File: src/hw/rtl/tt800_random_word_generator_defines.svh
// assertion macros for the tt800 random word generator
`ifndef TT800_RANDOM_WORD_GENERATOR_DEFINES_SVH
`define TT800_RANDOM_WORD_GENERATOR_DEFINES_SVH

// checked on every rising edge outside reset
`define TT800_ASSERT(label, prop, msg) \
    label: assert property (@(posedge clk) disable iff (!rst_n) (prop)) else $error(msg);

// implication checked in the cycle after the condition, outside reset
`define TT800_ASSERT_NEXT(label, cond, prop, msg) \
    label: assert property (@(posedge clk) disable iff (!rst_n) (cond) |=> (prop)) else $error(msg);

`endif

File: src/hw/rtl/tt800_pkg.sv
// shared types and constants of the tt800 random word generator
package tt800_pkg;

    localparam int RING_WORDS = 25;
    localparam int TAP_OFFSET = 7;
    localparam int WORD_W     = 32;
    localparam int POS_W      = 5;

    localparam logic [WORD_W-1:0] TWIST_VECTOR = 32'h8ebf_d028;
    localparam logic [WORD_W-1:0] TEMPER_B     = 32'h2b5b_2500;
    localparam logic [WORD_W-1:0] TEMPER_C     = 32'hdb8b_0000;

    // request kinds carried on tuser
    localparam logic ACT_WRITE = 1'b0;
    localparam logic ACT_DRAW  = 1'b1;

    typedef logic [POS_W-1:0]  pos_t;
    typedef logic [WORD_W-1:0] word_t;

    // one write into the ring memory
    typedef struct packed {
        logic  en;
        pos_t  addr;
        word_t data;
    } wr_req_t;

    // two reads from the ring memory
    typedef struct packed {
        logic en;
        pos_t addr_cur;
        pos_t addr_tap;
    } rd_req_t;

endpackage

File: src/hw/rtl/tt800_ring_mem.sv
// ring memory: one write port, two registered read ports
module tt800_ring_mem
(
    input  logic                clk,
    input  tt800_pkg::wr_req_t  wr,
    input  tt800_pkg::rd_req_t  rd,
    output tt800_pkg::word_t    rd_cur,
    output tt800_pkg::word_t    rd_tap
);

    tt800_pkg::word_t mem [tt800_pkg::RING_WORDS];
    tt800_pkg::word_t rd_cur_reg;
    tt800_pkg::word_t rd_tap_reg;

    always_ff @(posedge clk)
    begin
        if (wr.en)
        begin
            mem[wr.addr] <= wr.data;
        end
    end

    always_ff @(posedge clk)
    begin
        if (rd.en)
        begin
            rd_cur_reg <= mem[rd.addr_cur];
            rd_tap_reg <= mem[rd.addr_tap];
        end
    end

    assign rd_cur = rd_cur_reg;
    assign rd_tap = rd_tap_reg;

endmodule

File: src/hw/rtl/tt800_twist_temper.sv
// twist of one ring word and tempering of the drawn word
module tt800_twist_temper
(
    input  tt800_pkg::word_t cur,
    input  tt800_pkg::word_t tap,
    input  logic             twist_en,
    output tt800_pkg::word_t twisted,
    output tt800_pkg::word_t tempered
);

    tt800_pkg::word_t mixed;
    tt800_pkg::word_t word;
    tt800_pkg::word_t y1;
    tt800_pkg::word_t y2;

    always_comb
    begin
        mixed = tap ^ (cur >> 1) ^ (cur[0] ? tt800_pkg::TWIST_VECTOR : '0);
        word  = twist_en ? mixed : cur;
        y1    = word ^ ((word << 7) & tt800_pkg::TEMPER_B);
        y2    = y1 ^ ((y1 << 15) & tt800_pkg::TEMPER_C);
    end

    assign twisted  = mixed;
    assign tempered = y2 ^ (y2 >> 16);

endmodule

File: src/hw/rtl/tt800_random_word_generator.sv
// top level of the tt800 random word generator
// tt800 twisted gfsr generator. the 25-word state ring sits in a synchronous
// memory with two read ports and one write port. a write request (tuser = 0)
// loads one ring word and restarts the stream at slot 0 on an untwisted pass;
// a write to a slot above 24 is taken and ignored. a draw request (tuser = 1)
// returns one tempered word. on the first pass after loading the words are
// drawn untwisted; on later passes each slot is twisted with the word seven
// places ahead just before it is drawn, and the new word is written back.
// draws are taken one per clock cycle while the output is not stalled; each
// result passes from the memory read registers through twist and temper into
// the output register. the memory's single write port adds a wait of its own:
// a write request that arrives in the cycle a twisted word is being written
// back is held. the ring must be fully loaded before the first draw.
module tt800_random_word_generator
(
    input  logic        clk,
    input  logic        rst_n,
    input  logic        s_axis_tvalid,
    output logic        s_axis_tready,
    input  logic [39:0] s_axis_tdata,  // word_index[4:0], word_value[36:5], zero pad
    input  logic        s_axis_tuser,  // action[0]: 0 write, 1 draw
    output logic        m_axis_tvalid,
    input  logic        m_axis_tready,
    output logic [31:0] m_axis_tdata   // random_word[31:0]
);

    localparam tt800_pkg::pos_t LAST_POS  = tt800_pkg::POS_W'(tt800_pkg::RING_WORDS - 1);
    localparam tt800_pkg::pos_t TAP_WRAP  =
        tt800_pkg::POS_W'(tt800_pkg::RING_WORDS - tt800_pkg::TAP_OFFSET);
    localparam tt800_pkg::pos_t TAP_STEP  = tt800_pkg::POS_W'(tt800_pkg::TAP_OFFSET);
    localparam tt800_pkg::pos_t NUM_SLOTS = tt800_pkg::POS_W'(tt800_pkg::RING_WORDS);

    // request fields
    tt800_pkg::pos_t  word_index;
    tt800_pkg::word_t word_value;

    assign word_index = s_axis_tdata[4:0];
    assign word_value = s_axis_tdata[36:5];

    // stream position and pass flag
    tt800_pkg::pos_t pos_reg, pos_next;
    logic            twisted_reg, twisted_next;

    // stage 1: memory data in flight
    logic            s1_valid_reg, s1_valid_next;
    tt800_pkg::pos_t s1_pos_reg, s1_pos_next;
    logic            s1_twist_reg, s1_twist_next;
    logic            s1_wb_reg, s1_wb_next;    // twisted word not yet written back

    // output register
    logic             out_valid_reg, out_valid_next;
    tt800_pkg::word_t out_data_reg, out_data_next;

    logic               accept;
    logic               draw_acc;
    logic               host_wr;
    logic               wb_en;
    logic               s1_adv;
    logic               s1_free;
    tt800_pkg::pos_t    tap_pos;
    tt800_pkg::wr_req_t wr;
    tt800_pkg::rd_req_t rd;
    tt800_pkg::word_t   rd_cur;
    tt800_pkg::word_t   rd_tap;
    tt800_pkg::word_t   twisted;
    tt800_pkg::word_t   tempered;

    tt800_ring_mem u_mem
    (
        .clk    (clk),
        .wr     (wr),
        .rd     (rd),
        .rd_cur (rd_cur),
        .rd_tap (rd_tap)
    );

    tt800_twist_temper u_tt
    (
        .cur      (rd_cur),
        .tap      (rd_tap),
        .twist_en (s1_twist_reg),
        .twisted  (twisted),
        .tempered (tempered)
    );

    // handshake and hazards
    always_comb
    begin
        s1_adv  = s1_valid_reg && (!out_valid_reg || m_axis_tready);
        s1_free = !s1_valid_reg || s1_adv;
        wb_en   = s1_valid_reg && s1_wb_reg;
        // draws need room in stage 1; writes need the memory write port
        s_axis_tready = (s_axis_tuser == tt800_pkg::ACT_DRAW) ? s1_free : !wb_en;
        accept   = s_axis_tvalid && s_axis_tready;
        draw_acc = accept && (s_axis_tuser == tt800_pkg::ACT_DRAW);
        host_wr  = accept && (s_axis_tuser == tt800_pkg::ACT_WRITE) && (word_index < NUM_SLOTS);
        tap_pos  = (pos_reg >= TAP_WRAP) ? pos_reg - TAP_WRAP : pos_reg + TAP_STEP;
    end

    // memory requests: a write-back never meets a host write (interlock above)
    always_comb
    begin
        rd.en       = draw_acc;
        rd.addr_cur = pos_reg;
        rd.addr_tap = tap_pos;
        wr.en       = host_wr || wb_en;
        wr.addr     = wb_en ? s1_pos_reg : word_index;
        wr.data     = wb_en ? twisted : word_value;
    end

    // next state
    always_comb
    begin
        pos_next       = pos_reg;
        twisted_next   = twisted_reg;
        s1_valid_next  = s1_valid_reg;
        s1_pos_next    = s1_pos_reg;
        s1_twist_next  = s1_twist_reg;
        s1_wb_next     = s1_wb_reg && !wb_en;
        out_valid_next = out_valid_reg;
        out_data_next  = out_data_reg;

        if (host_wr)
        begin
            pos_next     = '0;
            twisted_next = 1'b0;
        end
        else if (draw_acc)
        begin
            if (pos_reg == LAST_POS)
            begin
                pos_next     = '0;
                twisted_next = 1'b1;
            end
            else
            begin
                pos_next = pos_reg + 1'b1;
            end
        end

        if (m_axis_tready)
        begin
            out_valid_next = 1'b0;
        end
        if (s1_adv)
        begin
            out_valid_next = 1'b1;
            out_data_next  = tempered;
            s1_valid_next  = 1'b0;
        end

        if (draw_acc)
        begin
            s1_valid_next = 1'b1;
            s1_pos_next   = pos_reg;
            s1_twist_next = twisted_reg;
            s1_wb_next    = twisted_reg;
        end
    end

    always_ff @(posedge clk or negedge rst_n)
    begin
        if (!rst_n)
        begin
            pos_reg       <= '0;
            twisted_reg   <= 1'b0;
            s1_valid_reg  <= 1'b0;
            s1_wb_reg     <= 1'b0;
            out_valid_reg <= 1'b0;
        end
        else
        begin
            pos_reg       <= pos_next;
            twisted_reg   <= twisted_next;
            s1_valid_reg  <= s1_valid_next;
            s1_wb_reg     <= s1_wb_next;
            out_valid_reg <= out_valid_next;
        end
    end

    always_ff @(posedge clk)
    begin
        s1_pos_reg   <= s1_pos_next;
        s1_twist_reg <= s1_twist_next;
        out_data_reg <= out_data_next;
    end

    assign m_axis_tvalid = out_valid_reg;
    assign m_axis_tdata  = out_data_reg;

    `include "tt800_random_word_generator_defines.svh"

    // the read position never leaves the ring
    `TT800_ASSERT(a_pos_in_ring, pos_reg <= LAST_POS, "read position outside ring")
    // the memory write port is never claimed twice
    `TT800_ASSERT(a_one_writer, !(host_wr && wb_en), "write-back collides with host write")
    // every accepted draw lands in stage 1
    `TT800_ASSERT_NEXT(a_draw_in_s1, draw_acc, s1_valid_reg, "accepted draw lost")

endmodule
File: config.mk
export PLATFORM = sky130hd
export DESIGN_NAME = tt800_random_word_generator
export DESIGN_NICKNAME = d
export VERILOG_FILES = /design/src/hw/rtl/tt800_pkg.sv /design/src/hw/rtl/tt800_ring_mem.sv /design/src/hw/rtl/tt800_twist_temper.sv /design/src/hw/rtl/tt800_random_word_generator.sv
export VERILOG_INCLUDE_DIRS = /design/src /design/src/hw/rtl
export SDC_FILE = /design/constraint.sdc
export NUM_CORES = 1
export LEC_CHECK = 0
export BUFFER_PORTS_ARGS = -buffer_cell sky130_fd_sc_hd__buf_2
export CAP_MARGIN = 20
export CORE_MARGIN = 3
export CORE_UTILIZATION = 52
export DETAILED_ROUTE_END_ITERATION = 16
export PLACE_DENSITY_LB_ADDON = 0.2
export REMOVE_ABC_BUFFERS = 1
export SLEW_MARGIN = 10
export SYNTH_ARGS = -nofsm -noshare
export SYNTH_HDL_FRONTEND = slang
export SYNTH_SLANG_ARGS = --single-unit
File: constraint.sdc
create_clock -name clk -period 6.3 [get_ports clk]
set_clock_uncertainty 0.1 [all_clocks]
set_input_delay 0.945 -clock clk [delete_from_list [all_inputs] [get_ports clk]]
set_output_delay 0.945 -clock clk [all_outputs]
set_load 0.005 [all_outputs]
# Word-level counts from Yosys, hierarchy flattened
# Memory sizes are Yosys's and may differ from the RTL's. A register that Yosys moved wholly into a read port is not among the register bits.
# Cells that the tools add are included.
dict set report word_totals {
  reg_bits 47
  mem_bits_rw 800
  input_bits 45
  output_inout_bits 34
  word_cells 58
  memories 1
}
# memory depth word_bits read_ports rd_ports_with_merged_regs wr line_no
set memory_table {}
lappend memory_table {u_mem.mem 25 32 2 2 1 tt800_ring_mem.sv:11} ;# tt800_pkg::word_t mem [tt800_pkg::RING_WORDS];
dict set report classes {
  n_addsub 3
  n_lt_le_gt_ge 2
  eq_ne 1
  muxes 19
  n_bitwise 6
  n_reduce_logical 18
}
# op count
set ops {}
lappend ops {{two-way mux 32 bit} 3}
lappend ops {{bitwise XOR 32 bit} 2}
lappend ops {{bitwise XOR 32 x 16 -> 32 bit} 1}
lappend ops {{bitwise XOR 32 x 30 -> 32 bit} 1}
lappend ops {{bitwise XOR 32 x 31 -> 32 bit} 1}
lappend ops {{two-way mux 5 bit} 5}
lappend ops {{two-way mux 1 bit} 11}
lappend ops {{nonzero test 2 bit} 4}
lappend ops {{logical AND 1 bit} 7}
lappend ops {{adder 5 x 1 -> 5 bit, second input constant} 1}
lappend ops {{adder 5 x 3 -> 5 bit, second input constant} 1}
lappend ops {{== test 5 bit, second input constant} 1}
lappend ops {{greater-or-equal comparator 5 bit, second input constant} 1}
lappend ops {{< comparator 5 bit, second input constant} 1}
lappend ops {{subtractor 5 bit, second input constant} 1}
lappend ops {{zero test 1 bit} 3}
lappend ops {{logical OR 1 bit} 3}
lappend ops {{AND reduction 2 bit} 1}
lappend ops {{NOT 1 bit} 1}

# Longest topological paths before layout
# Gate-level depths: netlist (run 1).
dict set report depth {
  word_depth 11
  ltp_mapped 16
  mapped_depth_nobuf 9
}

# Cells and area by module
# A second synthesis (run 1) with hierarchy kept.
dict set report hier_totals {
  hier_cells 2292
  area_unflattened_um2 42659.7
}
# module instances cells_each area_per_inst_um2 seq_area_each_um2
set modules_own_cells {}
lappend modules_own_cells {tt800_ring_mem 1 2005 38780.9 25944.9}
lappend modules_own_cells {tt800_random_word_generator 1 160 2441.1 1366.3}
lappend modules_own_cells {tt800_twist_temper 1 127 1437.6 0.0}

# Worst setup path after synthesis (run 1)
# OpenSTA, ideal clock, no wires.
dict set report synth_timing {
  kind {input to register}
  startpoint {input s_axis_tvalid}
  endpoint {register s1_pos_reg[0] (enable)}
  setup_time_ns 0.523
  arrival_ns 4.479
  t_required_ns 5.677
  path_slack_ns 1.198
  stages 2
  n_path_buf 0
  cell_sequence {nand2_1 > a21oi_1}
}
dict set report synth_via {
  elab_chain_cells 2
}
# element line_no
set synth_rtl {}
lappend synth_rtl {{start, declared} tt800_random_word_generator.sv:18} ;# input logic s_axis_tvalid,
lappend synth_rtl {{logical AND 1 bit} tt800_random_word_generator.sv:94} ;# accept = s_axis_tvalid && s_axis_tready;
lappend synth_rtl {{logical AND 1 bit} tt800_random_word_generator.sv:95} ;# draw_acc = accept && (s_axis_tuser == tt800_pkg::ACT_DRAW);
lappend synth_rtl {{named net draw_acc} tt800_random_word_generator.sv:55} ;# logic draw_acc;
lappend synth_rtl {{end signal, assigned} tt800_random_word_generator.sv:183} ;# s1_pos_reg <= s1_pos_next;
lappend synth_rtl {{end, declared} tt800_random_word_generator.sv:46} ;# tt800_pkg::pos_t s1_pos_reg, s1_pos_next;
# The timed path passes the listed nets, and every way through them passes these cells.
# A chain may end at the register's enable or synchronous reset.

# Worst setup path in the final report (run 1)
dict set report layout_timing {
  startpoint {register pos_reg[1]}
  endpoint {register u_mem.rd_tap_reg[7], in the netlist u_mem.rd_tap[7], read port of u_mem.mem (data pin)}
}
dict set report layout_via {
  elab_chain_cells 2
  elab_cells_between_ends 4
  classes_between {add/sub: 2; order compare: 1; mux: 1}
}
# element line_no
set layout_rtl {}
lappend layout_rtl {{start, declared} tt800_random_word_generator.sv:41} ;# tt800_pkg::pos_t pos_reg, pos_next;
lappend layout_rtl {{start signal, assigned} tt800_random_word_generator.sv:173} ;# pos_reg <= pos_next;
lappend layout_rtl {{adder 5 x 3 -> 5 bit, or another cell as far along} tt800_random_word_generator.sv:97} ;# tap_pos = (pos_reg >= TAP_WRAP) ? pos_reg - TAP_WRAP : pos_reg + TAP_STEP;
lappend layout_rtl {{two-way mux 5 bit (*)} tt800_random_word_generator.sv:97}
lappend layout_rtl {{end, declared} tt800_ring_mem.sv:13} ;# tt800_pkg::word_t rd_tap_reg;
# Mark *: on every way between the ends. The rest lies on a longest branch, timed or not.

==> parameters.txt, run 1 <==
Parameter                              Value

Outcome
  Outcome ... finished, final reports clean

Drt
  DR pass1 iterations ... 6
  Vias/cell ... 7.05
  First DRT Iteration DRCs ... a little over 5k
  WL per Instance ... between 30 and 40 um
  Post-detailed-route count of antenna-violating nets ... 0
  Via count of the routed design ... ~36k
  Final routed wirelength across all metal layers ... 164 mm
  Post-route DRC ... 0

Critical path
  Data required time at the worst endpoint ... 6.59 ns
  Worst path slowest cell ... sky130_fd_sc_hd__dfrtp_4
  R2r setup slk ... 1.72 ns
  Largest stage delay, worst path ... between 0.8 and 0.9 ns
  Worst Path Class, Setup ... flip-flop to flip-flop
  Critical path fanouts, max ... 40
  Startpoint type of the worst setup path ... flip-flop
  Startpoint of the most critical register-to-register path ... pos_reg[1]
  Worst setup EP type ... flip-flop
  FF-to-FF End ... u_mem.rd_tap[7]
  Cells on worst reg2reg path ... 10
  Sequence of cells on the critical path ... inv_2 -> ha_4 -> a21o_1 -> a221oi_4 -> a21o_4 -> buf_4 -> a211oi_1 -> o21a_1 -> a311oi_1 -> o22ai_1
  Cell class contributing the biggest share of worst-path delay ... compound AO/OA/AOI/OAI gates
  Number of buffer and inverter stages on the critical path ... 2
  CP arrival ... about 5 ns

Finish
  Most used cells in the layout excluding fill and tap cells ... sky130_fd_sc_hd__edfxtp_1 (902), sky130_fd_sc_hd__nand2_1 (520), sky130_fd_sc_hd__mux2i_1 (434), sky130_fd_sc_hd__a211oi_1 (302), sky130_fd_sc_hd__mux4_2 (267)
  Number of flip-flops in the largest register ... 800
  Layout overhead on the synthesized area ... 10.6%
  Number of filler cells placed in the layout ... between 7k and 8k
  Final net count ... roughly 3.9k
  Antenna diode count ... 0
  Fraction of final layout cells sized beyond drive strength 1 ... 0.183
  Most frequent standard cell in the layout excluding fill and tap cells ... sky130_fd_sc_hd__edfxtp_1
  Final non-filler cell area ... 0.0557 mm^2
  Register with the highest flop count ... u_mem.mem

Synthesis
  Post-synth design cell area ... between 0.05 and 0.06 mm^2
  Post-Synthesis Mean Instance Area ... approximately 13 um^2
  Post-synth top flop ... sky130_fd_sc_hd__edfxtp_1
  Number of library cell types mapped by synthesis ... between 50 and 60
  Flip-flop and latch count after synthesis ... approximately 900
  Portion of the post-synthesis area used by sequential elements ... 0.543
  Number of instances in the synthesized netlist ... between 3k and 4k
  Share of flip-flops with an asynchronous set or reset ... 0.00988
  Number of enable-type register cells in the synthesized netlist ... roughly 900
  Yosys synthesis warning count ... 0

Clocking
  Clock-pin slew of the registers on the worst-case setup and hold paths ... approximately 0.060 ns
  Buffer depth of the longest clock path ... 3
  Number of gates resized after cts ... 0
  Depth of the CTS H-tree ... 3
  Insertion delay to the later sink of the worst-skew pair ... roughly 0.69 ns
  CTS Sinks ... 911
  CTS buffer count ... ~100
  Clock root buffer ... sky130_fd_sc_hd__clkbuf_16
  Clock tree from TritonCTS ... built

Floorplan
  Die Width ... ~320 um
  Total die area ... 0.101 mm^2
  Starting Density ... 0.527
  CORE AREA ... approximately 0.095 mm^2
  Num ports ... between 70 and 80
  Site row count ... ~110
  Die height ... 317 um

Placement
  Dpl cell area ... approximately 0.052 mm^2
  Detailed placer's ending HPWL ... just under 100 mm
  Number of buffer cells added on primary ports ... 75
  Gpl congestion ... ~0.9

Power and ir drop
  Power density normalized to cell area ... 484 mW/mm^2
  Maximum resistive drop on vdd ... about 0.60 mV
  Leakage power figure ... 18.3 nW
  Overall Power ... 26.9 mW

STA
  Final critical delay including setup and external delays ... between 4 and 5 ns
  Final Hold Vio Count ... 0
  Number of pins exceeding their max-slew limit in the final report ... 0
  Maximum clock frequency ... around 0.22 GHz
  Actual transition at the worst max-transition pin ... ~1.2 ns
  Slew headroom ... 0.191
  Part of the cycle the worst path needs ... 0.727
  Number of failing setup endpoints in the final timing report ... 0
  Unrepaired setup endpoints after global routing ... false

Global routing
  Overall track demand over capacity in global routing ... 0.325
  Initial antenna violation count ... 1
  Wire length of the first global-routing pass ... between 200 and 250 mm
  Via count of the first global-routing pass ... about 35k
  Leftover overflow at the end of global routing ... 0
  Pin count of the biggest net entering global routing ... between 100 and 150

Job
  Max-capacitance violation count ... 0

Min path
  Hold crit path type ... flip-flop to flip-flop
  Hold path start ... twisted_reg
  Destination of the worst hold path ... s1_twist_reg
  Number of cells traversed by the worst hold path ... 0
[metrics by stage]
stage	worst slack, ns	TNS, ns	util	instances	hold slack (ns)
2_1_floorplan	-25.54	-1173.55	-	3506	0.346
3_3_place_gp	1.94	0	0.549	4991	0.378
3_5_place_dp	1.94	0	0.549	4991	0.392
4_1_cts	1.92	0	0.583	5175	0.406
5_1_grt	1.64	0	0.583	5175	0.418
6_report	1.72	0	0.583	5175	0.411
[cells by family after synthesis]
family          count (synthesis)  synth area share
compound gates                835             0.114
xor+xnor                       96            0.0169
fa+ha+maj                       6           0.00149
buf+inv                       355            0.0310
flops                         911             0.543
mux                           720             0.210
simple gates                  928            0.0836
[power breakdown]
group          switching, mW  internal, mW
Combinational           8.16          5.36
Clock                   2.44          3.50
Sequential             0.310          7.17
[layer usage]
layer	up-vias	track usage	share of wire
met5	-	0	0
met4	0	0.152	0.051
met3	454	0.0805	0.13
met2	2531	0.484	0.44
met1	18300	0.452	0.38
li1	15200	-	-
[Yosys cell counts, drive strengths merged, types with 18 or more instances]
cell type,count,area share
xor2,28,0.0050
a221o,24,0.0048
a22oi,26,0.0039
mux2,18,0.0040
clkbuf,162,0.012
a21oi,201,0.020
mux2i,435,0.087
o311ai,32,0.0056
a311oi,36,0.0063
nor3,28,0.0028
nor2b,113,0.014
o22ai,30,0.0037
xnor2,68,0.012
o21ai,74,0.0076
a311o,25,0.0050
a31oi,52,0.0066
a211oi,302,0.045
edfxtp,902,0.54
buf,183,0.018
nand2,522,0.039
nor2,61,0.0045
nand3,99,0.0098
nor4,24,0.0030
mux4,267,0.12
and2,61,0.0076
[cell type report]
type / instances / area, um^2 / area share
timing repair buffer: 221 / 1660 / 0.0298
inverter: 10 / 40.0 / 0.000719
multi-input combinational: 2585 / 21800 / 0.391
clock buffer: 117 / 2630 / 0.0472
sequential: 911 / 27300 / 0.491
clock inverter: 66 / 666 / 0.0120
tap: 1265 / 1580 / 0.0284
[worst register-to-register path: stages (launching register included)]
cell and delay [ns]:
sky130_fd_sc_hd__dfrtp_4 0.81, sky130_fd_sc_hd__inv_2 0.20, sky130_fd_sc_hd__ha_4 0.24, sky130_fd_sc_hd__a21o_1 0.19, sky130_fd_sc_hd__a221oi_4 0.75, sky130_fd_sc_hd__a21o_4 0.61, sky130_fd_sc_hd__buf_4 0.45, sky130_fd_sc_hd__a211oi_1 0.11
sky130_fd_sc_hd__o21a_1 0.22, sky130_fd_sc_hd__a311oi_1 0.45, sky130_fd_sc_hd__o22ai_1 0.14
[how the worst max path moves through the flow]
stage	endpoint	depth (start not counted)	from	slack, ns
2_1_floorplan	u_mem.rd_tap[31]	7	pos_reg[1]	-25.54
3_3_place_gp	u_mem.rd_tap[24]	9	pos_reg[1]	1.94
3_5_place_dp	u_mem.rd_tap[12]	10	pos_reg[0]	1.94
4_1_cts	u_mem.rd_tap[7]	10	pos_reg[1]	1.92
5_1_grt	u_mem.rd_tap[22]	10	pos_reg[1]	1.64
6_report	u_mem.rd_tap[7]	10	pos_reg[1]	1.72
[what timing repair did]
action,CTS,global route
hold endpoints to repair,9,0
hold buffers,1,0
setup buffers,0,0
Power figures use the tool's default switching activity.
==> inputs of run 2 (changes only) <==
==> constraint.sdc (replaced) <==
create_clock -name clk -period 4.7 [get_ports clk]
set_clock_uncertainty 0.1 [all_clocks]
set_input_delay 0.705 -clock clk [delete_from_list [all_inputs] [get_ports clk]]
set_output_delay 0.705 -clock clk [all_outputs]
set_load 0.005 [all_outputs]
==> run 2 against run 1 <==
Total power grew 36%. Via count decreased by 0.47%. Largest power group unchanged. Register-to-register slack got worse by 0.93 ns. Maximum frequency grew 17%. Setup slack worse by 0.93 ns. Sequential share of layout area is 0.49 points lower. Critical path type unchanged. Largest cell class unchanged.
==> parameters.txt, run 2 (same netlist as run 1, synthesis figures left out) <==
Parameter                              Value

Finish
  Number of flip-flops in the largest register ... 800 (unchanged)
  Number of filler cells placed in the layout ... 7,426 (was 7,463)
  Register with the highest flop count ... u_mem.mem (unchanged)
  Most frequent standard cell in the layout excluding fill and tap cells ... sky130_fd_sc_hd__edfxtp_1 (unchanged)
  Antenna diode count ... 0 (unchanged)
  Final net count ... 3,897 (was 3,879)
  Fraction of final layout cells sized beyond drive strength 1 ... 0.188 (was 0.183)
  Final non-filler cell area ... 0.0562 mm^2 (was 0.0557 mm^2)
  Layout overhead on the synthesized area ... 11.8% (was 10.6%)
  Final Util ... 0.589 (was 0.583)
  Most used cells in the layout excluding fill and tap cells ... sky130_fd_sc_hd__edfxtp_1 (902), sky130_fd_sc_hd__nand2_1 (520), sky130_fd_sc_hd__mux2i_1 (434), sky130_fd_sc_hd__a211oi_1 (302), sky130_fd_sc_hd__mux4_2 (267) (unchanged)

Clocking
  Clock root buffer ... sky130_fd_sc_hd__clkbuf_16 (unchanged)
  Insertion delay to the later sink of the worst-skew pair ... 0.69 ns (about the same)
  Depth of the CTS H-tree ... 3 (unchanged)
  Clock tree from TritonCTS ... built (unchanged)
  Setup fix buffers added after clock tree synthesis ... 0 (unchanged)
  Clock-pin slew of the registers on the worst-case setup and hold paths ... 0.06 ns (about the same)
  CTS buffer count ... 99 (unchanged)
  Number of gates resized after cts ... 0 (unchanged)
  CTS Sinks ... 911 (unchanged)
  Buffer depth of the longest clock path ... 3 (unchanged)

STA
  Summed negative setup slack over all endpoints ... 0 ns (unchanged)
  Worst hold margin ... 0.279 ns (was 0.411 ns)
  Actual transition at the worst max-transition pin ... 1.23 ns (was 1.21 ns)
  Unrepaired setup endpoints after global routing ... false (unchanged)
  Number of pins exceeding their max-slew limit in the final report ... 0 (unchanged)
  Final critical delay including setup and external delays ... 3.91 ns (was 4.58 ns)
  Part of the cycle the worst path needs ... 0.831 (was 0.727)
  Maximum clock frequency ... 0.256 GHz (was 0.218 GHz)
  Slew headroom ... 0.171 (was 0.191)
  Number of failing setup endpoints in the final timing report ... 0 (unchanged)
  Final worst-path setup slack ... 0.794 ns (was 1.72 ns)
  Final Hold Vio Count ... 0 (unchanged)

Job
  Max-capacitance violation count ... 0 (unchanged)

Critical path
  Worst setup EP type ... flip-flop (unchanged)
  Worst Path Class, Setup ... flip-flop to flip-flop (unchanged)
  Data required time at the worst endpoint ... 4.95 ns (was 6.59 ns)
  Critical path fanouts, max ... 15 (was 40)
  Startpoint type of the worst setup path ... flip-flop (unchanged)
  CP arrival ... 4.16 ns (was 4.86 ns)

Drt
  Vias/cell ... 6.99 (was 7.05)
  DR pass1 iterations ... 6 (unchanged)
  Final routed wirelength across all metal layers ... 162 mm (was 164 mm)
  First DRT Iteration DRCs ... 4,870 (was 5,099)
  Via count of the routed design ... 36.3k (was 36.5k)
  Post-detailed-route count of antenna-violating nets ... 0 (unchanged)
  Post-route DRC ... 0 (unchanged)
  WL per Instance ... 31.1 um (was 31.7 um)

Outcome
  Outcome ... finished, final reports clean (unchanged)

Floorplan
  Starting Density ... 0.527 (unchanged)
  Die Width ... 317 um (unchanged)
  Num ports ... 79 (unchanged)
  CORE AREA ... 0.0954 mm^2 (unchanged)
  Site row count ... 113 (unchanged)
  Total die area ... 0.101 mm^2 (unchanged)
  Die height ... 317 um (unchanged)

Global routing
  Overall track demand over capacity in global routing ... 0.321 (was 0.325)
  Leftover overflow at the end of global routing ... 0 (unchanged)
  Pin count of the biggest net entering global routing ... 136 (was 148)
  Initial antenna violation count ... 2 (was 1)
  Via count of the first global-routing pass ... 34.6k (was 34.9k)
  Wire length of the first global-routing pass ... 235 mm (was 237 mm)

Placement
  Gpl congestion ... 0.888 (was 0.900)
  Dpl cell area ... 0.0529 mm^2 (was 0.0524 mm^2)
  Detailed placer's ending HPWL ... 96.9 mm (was 97.0 mm)
  Pre-CTS setup slack ... 0.923 ns (was 1.94 ns)
  Number of buffer cells added on primary ports ... 75 (unchanged)

Power and ir drop
  Leakage power figure ... 18.6 nW (was 18.3 nW)
  Maximum resistive drop on vdd ... 0.849 mV (was 0.603 mV)
  Power density normalized to cell area ... 651 mW/mm^2 (was 484 mW/mm^2)

Min path
  Hold crit path type ... input port to flip-flop (was flip-flop to flip-flop)
==> run 2: final cells by class <==
class,count,area [um^2],share of cell area
Clock inverter,67,763,0.0136
Tap cell,1265,1580,0.0281
Clock buffer,115,2590,0.0460
Sequential cell,911,27300,0.486
Multi-Input combinational cell,2585,21800,0.387
Inverter,10,40.0,0.000712
Timing Repair Buffer,239,2160,0.0384
==> run 2: timing repair <==
item / CTS / global route
hold buffers: 1 / 0
setup endpoints to repair: 0 / 0
hold endpoints to repair: 9 / 0
==> run 2: path summary, 6_finish.rpt <==
path,from,cells after the start,endpoint,slack (ns)
max,s1_valid_reg,5,u_mem.mem[21][3],0.79
min,s_axis_tvalid,3,s1_valid_reg,0.28
max reg2reg,s1_valid_reg,5,u_mem.mem[21][3],0.79
min reg2reg,twisted_reg,0,s1_twist_reg,0.40
max in group asynchronous,rst_n,2,pos_reg[2],3.91
min in group asynchronous,rst_n,2,m_axis_tvalid,0.33
==> run 2: metal layers <==
| metal | global-route usage | wire [um] | up-vias |
|---|---|---|---|
| met1 | 0.444 | 62700 | 18300 |
| met4 | 0.129 | 7080 | 2 |
| met3 | 0.0890 | 19600 | 442 |
| met2 | 0.483 | 72200 | 2285 |
| met5 | 0 | 13 | - |
| li1 | - | - | 15300 |
==> run 2: critical path, cell delays in order, from the launching register on <==
cell	delay (ns)
sky130_fd_sc_hd__dfrtp_1	0.52
sky130_fd_sc_hd__and2_1	0.72
sky130_fd_sc_hd__mux2i_1	0.60
sky130_fd_sc_hd__nand2_1	0.42
sky130_fd_sc_hd__nor2_4	0.78
sky130_fd_sc_hd__buf_4	0.41
==> run 2: power by group <==
group | internal [mW] | switching (mW) | total (mW)
clock | 4.77 | 3.29 | 8.06
sequential | 9.61 | 0.356 | 9.96
combinational | 7.53 | 11.1 | 18.6
total | 21.9 | 14.7 | 36.6
==> run 2: metrics by stage <==
step	instances	total power [mW]
floorplan	3506	19.9
global placement	5008	28.2
detailed placement	5009	28.3
CTS	5192	36.4
global route	5192	38.2
finish	5192	36.6
